[src/rtl/ptng_pkg.sv]
`timescale 1ns / 1ps

package ptng_pkg;

    // Field types
    typedef logic [14:0]        pitch_t;    // unsigned Q7.8 MIDI pitch
    typedef logic [6:0]         note_t;     // MIDI note or velocity
    typedef logic signed [15:0] q88_t;      // signed Q8.8 level or measure
    typedef logic [1:0]         mode_t;

    // Result of one frame
    typedef struct packed {
        logic  send_event;
        note_t note_on;
        note_t note_on_velocity;
        note_t note_off;
    } result_t;

    // Gate modes
    localparam mode_t MODE_OFF    = 2'd0;
    localparam mode_t MODE_ON     = 2'd1;
    localparam mode_t MODE_RETRIG = 2'd2;
    localparam mode_t MODE_BEND   = 2'd3;

    // Register map, word index (byte address / 4)
    localparam int unsigned        PADDR_W      = 5;
    localparam logic [2:0] REG_RELEASE_LEVEL     = 3'd0;
    localparam logic [2:0] REG_NOISE_LEVEL       = 3'd1;
    localparam logic [2:0] REG_BEND_LIMIT        = 3'd2;
    localparam logic [2:0] REG_RETRIG_NEW_LIMIT  = 3'd3;
    localparam logic [2:0] REG_RETRIG_SAME_LIMIT = 3'd4;
    localparam logic [2:0] REG_BEND_ENABLE       = 3'd5;

    // Register reset values
    localparam q88_t RST_RELEASE_LEVEL     = -16'sd10240;
    localparam q88_t RST_NOISE_LEVEL       = -16'sd12800;
    localparam q88_t RST_BEND_LIMIT        = 16'sd256;
    localparam q88_t RST_RETRIG_NEW_LIMIT  = 16'sd0;
    localparam q88_t RST_RETRIG_SAME_LIMIT = 16'sd0;

    localparam note_t NOTE_MAX = 7'd127;

    // Round a Q7.8 pitch half up to a note, saturating at the top note
    function automatic note_t to_note(input pitch_t p);
        logic [15:0] sum;
        logic [7:0]  n;
        sum = {1'b0, p} + 16'd128;
        n   = sum[15:8];
        return n[7] ? NOTE_MAX : n[6:0];
    endfunction

endpackage

[src/rtl/pitch_to_note_gate.sv]
`timescale 1ns / 1ps

// Note gate: one analysis frame per transaction in, one note result per transaction
// out. Sustained rate is one frame per clock while out_ready is held high; a frame
// passes through the input register and then the result register. The mode and pitch
// history update closes combinationally between those registers, which is what lets a
// frame follow in the very next cycle. A frame waits in the input register while
// a finished result is held for the downstream side. Configuration goes through
// an APB-style port at byte addresses 4*i and should be written while idle.
module pitch_to_note_gate (
    input  logic                       clk,
    input  logic                       rst_n,

    // Frame input
    input  logic                       in_valid,
    output logic                       in_ready,
    input  ptng_pkg::pitch_t           pitch_in,
    input  ptng_pkg::note_t            velocity_in,
    input  ptng_pkg::q88_t             level_db,
    input  ptng_pkg::q88_t             freq_change,
    input  ptng_pkg::q88_t             retrig_measure,
    input  logic                       pitch_stable,

    // Note result
    output logic                       out_valid,
    input  logic                       out_ready,
    output logic                       send_event,
    output ptng_pkg::note_t            note_on,
    output ptng_pkg::note_t            note_on_velocity,
    output ptng_pkg::note_t            note_off,

    // Configuration
    input  logic                       psel,
    input  logic                       penable,
    input  logic                       pwrite,
    input  logic [ptng_pkg::PADDR_W-1:0] paddr,
    input  logic [31:0]                pwdata,
    output logic [31:0]                prdata,
    output logic                       pready
);

    import ptng_pkg::*;

    // Configuration registers
    q88_t       release_level_reg;
    q88_t       noise_level_reg;
    q88_t       bend_limit_reg;
    q88_t       retrig_new_limit_reg;
    q88_t       retrig_same_limit_reg;
    logic       bend_enable_reg;
    logic [2:0] reg_index;
    logic       cfg_write;

    assign pready    = 1'b1;
    assign reg_index = paddr[PADDR_W-1:2];
    assign cfg_write = psel && penable && pwrite && pready;

    always_ff @(posedge clk or negedge rst_n)
    begin
        if (!rst_n)
        begin
            release_level_reg     <= RST_RELEASE_LEVEL;
            noise_level_reg       <= RST_NOISE_LEVEL;
            bend_limit_reg        <= RST_BEND_LIMIT;
            retrig_new_limit_reg  <= RST_RETRIG_NEW_LIMIT;
            retrig_same_limit_reg <= RST_RETRIG_SAME_LIMIT;
            bend_enable_reg       <= 1'b0;
        end
        else if (cfg_write)
        begin
            case (reg_index)
                REG_RELEASE_LEVEL:     release_level_reg     <= pwdata[15:0];
                REG_NOISE_LEVEL:       noise_level_reg       <= pwdata[15:0];
                REG_BEND_LIMIT:        bend_limit_reg        <= pwdata[15:0];
                REG_RETRIG_NEW_LIMIT:  retrig_new_limit_reg  <= pwdata[15:0];
                REG_RETRIG_SAME_LIMIT: retrig_same_limit_reg <= pwdata[15:0];
                REG_BEND_ENABLE:       bend_enable_reg       <= pwdata[0];
                default: ;
            endcase
        end
    end

    // Register readback, signed values sign-extended
    always_comb
    begin
        case (reg_index)
            REG_RELEASE_LEVEL:     prdata = {{16{release_level_reg[15]}}, release_level_reg};
            REG_NOISE_LEVEL:       prdata = {{16{noise_level_reg[15]}}, noise_level_reg};
            REG_BEND_LIMIT:        prdata = {{16{bend_limit_reg[15]}}, bend_limit_reg};
            REG_RETRIG_NEW_LIMIT:
                prdata = {{16{retrig_new_limit_reg[15]}}, retrig_new_limit_reg};
            REG_RETRIG_SAME_LIMIT:
                prdata = {{16{retrig_same_limit_reg[15]}}, retrig_same_limit_reg};
            REG_BEND_ENABLE:       prdata = {31'b0, bend_enable_reg};
            default:               prdata = 32'b0;
        endcase
    end

    // Pipeline handshake
    logic    s1_valid_reg;
    logic    out_valid_reg;
    logic    advance;
    logic    in_accept;

    assign advance   = s1_valid_reg && (!out_valid_reg || out_ready);
    assign in_ready  = !s1_valid_reg || advance;
    assign in_accept = in_valid && in_ready;

    always_ff @(posedge clk or negedge rst_n)
    begin
        if (!rst_n)
        begin
            s1_valid_reg  <= 1'b0;
            out_valid_reg <= 1'b0;
        end
        else
        begin
            if (in_accept)
                s1_valid_reg <= 1'b1;
            else if (advance)
                s1_valid_reg <= 1'b0;

            if (advance)
                out_valid_reg <= 1'b1;
            else if (out_ready)
                out_valid_reg <= 1'b0;
        end
    end

    // Input register
    pitch_t s1_pitch_reg;
    note_t  s1_velocity_reg;
    q88_t   s1_level_reg;
    q88_t   s1_dfreq_reg;
    q88_t   s1_retrig_reg;
    logic   s1_stable_reg;

    always_ff @(posedge clk)
    begin
        if (in_accept)
        begin
            s1_pitch_reg    <= pitch_in;
            s1_velocity_reg <= velocity_in;
            s1_level_reg    <= level_db;
            s1_dfreq_reg    <= freq_change;
            s1_retrig_reg   <= retrig_measure;
            s1_stable_reg   <= pitch_stable;
        end
    end

    // Gate state
    mode_t  mode_reg, mode_next;
    pitch_t prev_pitch_reg, prev_pitch_next;
    pitch_t cur_pitch_reg, cur_pitch_next;
    result_t result_reg, result_next;

    logic differs;
    logic both_zero;
    logic released;

    assign differs   = cur_pitch_reg != s1_pitch_reg;
    assign both_zero = (to_note(prev_pitch_reg) == 7'd0) && (to_note(cur_pitch_reg) == 7'd0);
    assign released  = s1_level_reg < release_level_reg;

    // Mode update and note selection for the frame in the input register
    always_comb
    begin
        mode_next       = mode_reg;
        prev_pitch_next = prev_pitch_reg;
        cur_pitch_next  = cur_pitch_reg;
        result_next     = '0;

        case (mode_reg)
            MODE_ON:
            begin
                if (released)
                    mode_next = MODE_OFF;
                else if (differs && s1_stable_reg && bend_enable_reg &&
                         (s1_dfreq_reg < bend_limit_reg))
                    mode_next = (s1_retrig_reg < retrig_same_limit_reg) ? MODE_RETRIG
                                                                         : MODE_BEND;
                else if (((s1_retrig_reg < retrig_new_limit_reg) && differs &&
                          !bend_enable_reg) ||
                         ((s1_retrig_reg < retrig_same_limit_reg) && !differs))
                    mode_next = MODE_RETRIG;
                else if (differs && s1_stable_reg)
                begin
                    prev_pitch_next              = cur_pitch_reg;
                    cur_pitch_next               = s1_pitch_reg;
                    result_next.send_event       = 1'b1;
                    result_next.note_on          = to_note(s1_pitch_reg);
                    result_next.note_on_velocity = s1_velocity_reg;
                    result_next.note_off         = to_note(cur_pitch_reg);
                end
            end
            MODE_RETRIG:
            begin
                if (!both_zero)
                begin
                    result_next.send_event = 1'b1;
                    result_next.note_off   = to_note(prev_pitch_reg);
                    prev_pitch_next        = cur_pitch_reg;
                    cur_pitch_next         = '0;
                end
                else
                    mode_next = MODE_OFF;
            end
            MODE_BEND:
            begin
                if (released)
                    mode_next = MODE_OFF;
                else if (s1_dfreq_reg > bend_limit_reg)
                    mode_next = MODE_RETRIG;
            end
            default:
            begin
                // Flush any held note before a new one may start
                if (!both_zero)
                begin
                    result_next.send_event = 1'b1;
                    result_next.note_off   = to_note(prev_pitch_reg);
                    prev_pitch_next        = cur_pitch_reg;
                    cur_pitch_next         = '0;
                end
                else if ((s1_level_reg > noise_level_reg) && (s1_pitch_reg != '0) &&
                         s1_stable_reg)
                begin
                    prev_pitch_next              = cur_pitch_reg;
                    cur_pitch_next               = s1_pitch_reg;
                    result_next.send_event       = 1'b1;
                    result_next.note_on          = to_note(s1_pitch_reg);
                    result_next.note_on_velocity = s1_velocity_reg;
                    result_next.note_off         = to_note(cur_pitch_reg);
                    mode_next                    = MODE_ON;
                end
            end
        endcase
    end

    always_ff @(posedge clk or negedge rst_n)
    begin
        if (!rst_n)
        begin
            mode_reg       <= MODE_OFF;
            prev_pitch_reg <= '0;
            cur_pitch_reg  <= '0;
        end
        else if (advance)
        begin
            mode_reg       <= mode_next;
            prev_pitch_reg <= prev_pitch_next;
            cur_pitch_reg  <= cur_pitch_next;
        end
    end

    // Result register
    always_ff @(posedge clk)
    begin
        if (advance)
            result_reg <= result_next;
    end

    assign out_valid        = out_valid_reg;
    assign send_event       = result_reg.send_event;
    assign note_on          = result_reg.note_on;
    assign note_on_velocity = result_reg.note_on_velocity;
    assign note_off         = result_reg.note_off;

    // Checks
    a_quiet_result_is_zero: assert property (@(posedge clk) disable iff (!rst_n)
        out_valid_reg && !result_reg.send_event |->
            (result_reg.note_on == 7'd0) && (result_reg.note_on_velocity == 7'd0) &&
            (result_reg.note_off == 7'd0))
        else $error("quiet result carries a nonzero note field");

    a_bend_never_sends: assert property (@(posedge clk) disable iff (!rst_n)
        advance && (mode_reg == MODE_BEND) |=> out_valid_reg && !result_reg.send_event)
        else $error("bend mode emitted a note message");

    a_retrig_exit: assert property (@(posedge clk) disable iff (!rst_n)
        advance && (mode_reg == MODE_RETRIG) |=>
            (mode_reg == MODE_RETRIG) || (mode_reg == MODE_OFF))
        else $error("retrigger left to a mode other than off");

    a_note_start_sends: assert property (@(posedge clk) disable iff (!rst_n)
        advance && (mode_reg == MODE_OFF) && (mode_next == MODE_ON) |=>
            out_valid_reg && result_reg.send_event &&
            (result_reg.note_on_velocity == $past(s1_velocity_reg)))
        else $error("note start without a note-on transaction");

    a_state_holds_when_stalled: assert property (@(posedge clk) disable iff (!rst_n)
        !advance |=> $stable(mode_reg) && $stable(cur_pitch_reg) && $stable(prev_pitch_reg))
        else $error("gate state changed without a frame");

endmodule
[config.mk]
export PLATFORM = sky130hd
export DESIGN_NAME = pitch_to_note_gate
export DESIGN_NICKNAME = d
export VERILOG_FILES = /design/src/rtl/ptng_pkg.sv /design/src/rtl/pitch_to_note_gate.sv
export SDC_FILE = /design/constraint.sdc
export NUM_CORES = 1
export LEC_CHECK = 0
export BUFFER_PORTS_ARGS = -buffer_cell sky130_fd_sc_hd__buf_2
export CAP_MARGIN = 20
export CORE_MARGIN = 4
export CORE_UTILIZATION = 30
export CTS_CLUSTER_DIAMETER = 80
export DETAILED_ROUTE_END_ITERATION = 8
export GPL_TIMING_DRIVEN = 0
export PLACE_DENSITY_LB_ADDON = 0.05
export SYNTH_ARGS = -nofsm -noshare
export SYNTH_HDL_FRONTEND = slang
export SYNTH_SLANG_ARGS = --single-unit
[constraint.sdc]
create_clock -name clk -period 6.1 [get_ports clk]
set_input_delay 0.61 -clock clk [delete_from_list [all_inputs] [get_ports clk]]
set_output_delay 0.61 -clock clk [all_outputs]
set_load 0.02 [all_outputs]
==> run metrics, run 1 <==
TritonCTS Sinks ~200; Initial Utilization a little under a third; RSZ-0062 raised after global routing false; area share of the largest cell type after synthesis 26.2%; vias in the first global route between 7000 and 8000; area grow syn2layout 21.1%; clock tree buffer depth 3; syn_nets ~1200; Crit path arrival time approximately 3.4 ns; Worst Tran Pin Value between 0.8 and 0.9 ns; Critical Path Source Type input port; Final Cycle Share 66.0%; # setup viols final 0; IO Pins around 170; total iterations of the first detailed-routing run 5; Post-Route WL ~31 mm; Hold WC Path Type input port to flip-flop; input/output buffers between 150 and 200; Gate power share approximately 30%; VDD IR max approximately 0.00019 V; status finished, final reports clean; maximum achievable frequency approximately 250 MHz; crit-path max FO 16; worst setup path class input port to primary output; Async S/R FF share, synth approximately 54%; H-tree depth 1; GR Util met1 around a quarter; worst skew pair latency 0.54 ns; Cell Rows 68; First DRT Iteration DRCs approximately 460; synthesized area per cell 11.1 µm²; Pwr per Cell Area between 300 and 400 nW/µm²; most frequently used flop master after synthesis dfrtp_1; area of the mapped netlist between 10000 and 15000 µm²; root buf cell clkbuf_16; Tot GR Track Use approximately 16%; sequential share of power roughly two fifths; die width approximately 200 µm; Final Hold Vio Count 0; leading area contributor after synthesis edfxtp_1; core area roughly 35000 µm²; fin crit period 4.03 ns; commonest non-fill, non-tap cell in the layout buf_2; Fin Hold WS 0.236 ns; WP data required roughly 5.5 ns; DRC viols 0; total power between 4 and 5 mW; cell-internal power 3.12 mW; Final nets between 1000 and 1500; TritonCTS buffer count 26; clock-pin slew on the worst setup and hold paths about 0.060 ns; Clock Skew 0.0194 ns; diode count 0; Vert. Die Dim slightly below 200 µm; largest net degree at the start of global routing 67; Yosys reg bits roughly 200; routed len/inst 19.1 µm; vias a little under 8000; synth unique cells 75; Finished Cell Area between 10000 and 15000 µm²; antenna violations before repair 0; Switch Pwr ~1.6 mW; layout cells sized above 1 a little under a quarter; Max-Cap Viols 0; most used routing layer met1; Die ar. 38700 µm²; top area cells in the synthesized netlist edfxtp_1 26%, dfrtp_1 23%, ha_1 9.8%; CP Capture Type primary output; gpl congestion about 0.8; Final Max Slew Viols 0; Gate Count Post-Synth between 900 and 1000; post-layout util between 30 and 40%; detailed placer's ending HPWL about 24 mm; most frequent cells in the layout 156 x buf_2, 102 x nand2_1, 98 x dfrtp_1; Clk pwr share a little under a third; global-route wire length before repair about 47 mm; met3 usage 2.72%; setup_tns 0 ns; warnings from Yosys 0; leak pwr roughly 5.7 nW; Global Route met2 Usage 22.7%; CTS tree built; sequential area share after synthesis 51.6%; Via density around 4.8; total global routing overflow 0; Post-DP Area 12100 µm²; Routed Antenna Nets 0; Worst slew margin 43.1%; switching share of total power between 30% and 40%; EDFF count, synth 93
==> what timing repair did <==
| item | CTS | global route |
|---|---|---|
| hold endpoints to repair | 36 | 0 |
| buffers inserted | 0 | 0 |
| hold buffers | 1 | 0 |
| gates resized for setup | 0 | 0 |
==> cell type report <==
type	instances	area [µm²]
fillers	3509	21900
flip-flops and latches	201	5510
multi-input cells	613	4520
repair buffers	158	872
clock buffers	44	779
well taps	455	569
inverters	97	364
plain buffers	54	292
clock inverters	4	32.5
==> power by group through the flow <==
stage	Clock, mW	Sequential, mW	Combinational [mW]
2_1_floorplan	0	1.83	0.975
6_report	1.45	1.85	1.41
5_1_grt	1.57	1.88	1.58
3_3_place_gp	0	1.87	1.40
3_5_place_dp	0	1.87	1.41
4_1_cts	1.52	1.85	1.42
==> worst paths after layout <==
kind | from | to | slack, ns | cells past startpoint
hold reg to reg | s1_valid_reg | out_valid | 0.50 | 1
min in group asynchronous | rst_n | bend_limit_reg[2] | 0.55 | 2
hold / removal | level_db[11] | s1_level_reg[11] | 0.24 | 1
setup reg to reg | noise_level_reg[15] | note_off[2] | 2.29 | 10
setup / recovery | paddr[3] | prdata[29] | 2.07 | 10
max in group asynchronous | rst_n | noise_level_reg[9] | 4.81 | 3
==> metrics by stage <==
step	instances	setup slack, ns
after detailed placement	1575	2.10
final	1626	2.07
after CTS	1624	2.09
after global routing	1626	1.87
after floorplan	965	2.49
after global placement	1572	1.58
==> worst max-delay path: stages <==
cell and delay [ns]:
buf_2 0.11, buf_1 0.55, clkbuf_1 0.70, mux2i_1 0.30
nor2_1 0.16, a21oi_1 0.07, o22ai_1 0.36, buf_4 0.28
buf_4 0.12, buf_2 0.15
==> logic make-up (layout without fill, tap and decap cells) <==
| kind of cell | Yosys count | in the layout | share of synthesized area (%) |
|---|---|---|---|
| multiplexers | 59 | 59 | 6.93 |
| flip-flops | 201 | 201 | 51.6 |
| XOR/XNOR | 24 | 24 | 1.97 |
| adder cells (fa/ha/maj) | 84 | 84 | 9.84 |
| AO/OA/AOI/OAI | 210 | 210 | 12.8 |
| AND/OR/NAND/NOR | 235 | 235 | 10.7 |
| buffers and inverters | 151 | 357 | 6.14 |
| other | 1 | 1 | 0.0351 |
==> layer usage <==
layer | part of all wire (%) | up-vias
met1 | 53 | 3742
met3 | 4.4 | 32
met2 | 41 | 166
met5 | 0 | -
li1 | - | 3818
met4 | 1.5 | 0
==> cell usage after synthesis (14+ instances only) <==
library cell,n
a21oi_1,45
a32o_1,16
buf_4,18
clkbuf_1,26
dfrtp_1,98
edfxtp_1,93
ha_1,84
inv_1,96
mux2_2,21
mux2i_1,20
nand2_1,102
nand3_1,15
nor2_1,40
nor2b_1,14
o21ai_0,66
o21ai_1,14
o22ai_1,21
xor2_1,16
Note: power is estimated with default switching activity, not from simulation.
==> inputs of run 2 (changes only) <==
==> constraint.sdc (replaced) <==
create_clock -name clk -period 3.8 [get_ports clk]
set_input_delay 0.38 -clock clk [delete_from_list [all_inputs] [get_ports clk]]
set_output_delay 0.38 -clock clk [all_outputs]
set_load 0.02 [all_outputs]
==> run 2 against run 1 <==
Critical path depth rose by 1. Largest cell class unchanged. Via count rose by 3.0%. Flip-flop and latch count did not move. Critical path type is now flip-flop to flip-flop. Sequential share of layout area fell by 2.0 points. Wire length rose by 1.1%. Clock skew rose by 0.00095 ns. Final cell count rose by 4.0%. First-iteration DRC count rose by 2.6%. Hold slack got worse by 0.20 ns. Critical endpoint is now note_off[2].
==> run metrics, run 2 (synthesized netlist as in run 1, its figures left out) <==
status finished, final reports clean; TritonCTS Sinks ~200; Post-Route WL 31.4 mm; WP data required 4.05 ns; Die ar. between 30000 and 40000 µm²; Initial Utilization between 30% and 40%; Fin Hold WS 0.0310 ns; H-tree depth 1; Cell Count, Final, Fillers Out 1691; total global routing overflow 0; die width 197 µm; worst skew pair latency around 0.55 ns; CP Capture Type flip-flop; input/output buffers 152; Final Cycle Share between 90 and 100%; largest net degree at the start of global routing 67; reg2reg end note_off[2]; global-route wire length before repair 48.3 mm; maximum achievable frequency between 200 and 300 MHz; sequential share of power between 30% and 40%; TritonCTS buffer count 26; vias in the first global route roughly 8000; worst setup path class flip-flop to flip-flop; Gate power share slightly above 30%; placed cells 1575; most frequent cells in the layout 156 x buf_2, 102 x nand2_1, 98 x dfrtp_1; Switch Pwr 2.56 mW; Hold WC Path Type input port to flip-flop; Clk pwr share between 30% and 40%; Via density roughly 4.7; antenna violations before repair 0; First DRT Iteration DRCs between 400 and 500; vias 7993; Final Hold Vio Count 0; clock tree buffer depth 3; Tot GR Track Use between 10% and 20%; start of the worst register-to-register path bend_limit_reg[13]; diode count 0; layout cells sized above 1 22.4%; CTS tree built; RSZ-0062 raised after global routing false; post-place setup slack -0.0626 ns; setup_tns 0 ns; clock-pin slew on the worst setup and hold paths ~0.05 ns; DRC viols 0; Final nets roughly 1400; Worst slew margin 43.0%; Routed Antenna Nets 0; switching share of total power 33.6%; area grow syn2layout 27.2%; fin crit period approximately 3.6 ns; leak pwr 6.00 nW; Crit path arrival time approximately 3.9 ns; CP startpoint bend_limit_reg[13]; Worst Tran Pin Value ~0.85 ns; Max-Cap Viols 0; VDD IR max approximately 0.00031 V; post-layout util about two fifths; IO Pins ~170; cell-internal power 5.05 mW; Vert. Die Dim ~200 µm; routed len/inst roughly 19 µm; Clock Skew between 0.02 and 0.025 ns; Critical Path Source Type flip-flop; Final Max Slew Viols 0; Final Worst Setup Slack ~0.18 ns; crit-path max FO 10; critical path endpoint note_off[2]; Pwr per Cell Area 560 nW/µm²; commonest non-fill, non-tap cell in the layout buf_2; # setup viols final 0; total iterations of the first detailed-routing run 5; detailed placer's ending HPWL 24.0 mm; Cell Rows between 60 and 70; gpl congestion a little under 0.8; core area between 30000 and 40000 µm²; root buf cell clkbuf_16; Reg2Reg Depth 11; FF-to-FF setup slack ~0.18 ns
## run 2: cell count changes in the layout (fill, tap and decap cells not counted)
| cell | delta |
|---|---|
| dlygate4sd3_1 | +63 |
| buf_4 | +2 |
## run 2: worst min-delay path by stage
| stage | startpoint | end | slack [ns] | cells past startpoint |
|---|---|---|---|---|
| 6_report | retrig_measure[0] | s1_retrig_reg[0] | 0.03 | 1 |
| 5_1_grt | retrig_measure[0] | s1_retrig_reg[0] | 0.003 | 1 |
| 4_1_cts | retrig_measure[1] | s1_retrig_reg[1] | 0.0003 | 1 |
| 3_5_place_dp | rst_n | bend_limit_reg[2] | 0.34 | 1 |
| 3_3_place_gp | s1_valid_reg | out_valid | 0.48 | 1 |
| 2_1_floorplan | rst_n | bend_enable_reg | 0.08 | 0 |
## run 2: routing by layer
metal | routed length [µm] | vias up | part of all wire [%] | global-route usage (%)
li1 | - | 3946 | - | -
met1 | 16700 | 3834 | 53 | 25.9
met2 | 12900 | 181 | 41 | 23.0
met3 | 1410 | 32 | 4.5 | 2.51
met4 | 459 | 0 | 1.5 | 2.62
met5 | 0 | - | 0 | 0
## run 2: metrics by stage
stage / power [mW] / instance area, µm²
2_1_floorplan: 4.51 / 10700
3_3_place_gp: 5.26 / 12000
3_5_place_dp: 5.28 / 12100
4_1_cts: 7.74 / 13500
5_1_grt: 8.15 / 13600
6_report: 7.61 / 13600
## run 2: layout make-up
cell class	instances	area, µm²
sequential	201	5510
tap	455	569
buffer	54	292
clock buffer	44	779
fill	3456	21200
timing repair buffer	223	1520
inverter	97	364
clock inverter	4	32.5
multi-input combinational	613	4520
## run 2: repair_timing
| action | CTS | global route |
|---|---|---|
| gates resized for setup | 0 | 0 |
| hold buffers | 64 | 0 |
| hold endpoints to repair | 101 | 0 |
| endpoints found under the setup margin | 8 | 0 |
| setup buffers | 2 | 0 |
## run 2: critical path: stages, from the launching register on
cell and delay (ns):
dfrtp_1 0.42, inv_1 0.08, ha_1 0.32, nand4_2 0.17
or4_1 0.56, a21o_1 0.22, a21o_1 0.19, a21oi_2 0.39
nor3_4 0.15, a2bb2oi_4 0.39, buf_2 0.31, o22ai_1 0.12
## run 2: power groups by stage
| stage | clock (mW) | combinational, mW | sequential [mW] |
|---|---|---|---|
| 6_report | 2.33 | 2.31 | 2.97 |
| 5_1_grt | 2.53 | 2.60 | 3.02 |
| 4_1_cts | 2.44 | 2.34 | 2.97 |
| 3_5_place_dp | 0 | 2.27 | 3.01 |
| 3_3_place_gp | 0 | 2.25 | 3.01 |
| 2_1_floorplan | 0 | 1.56 | 2.95 |
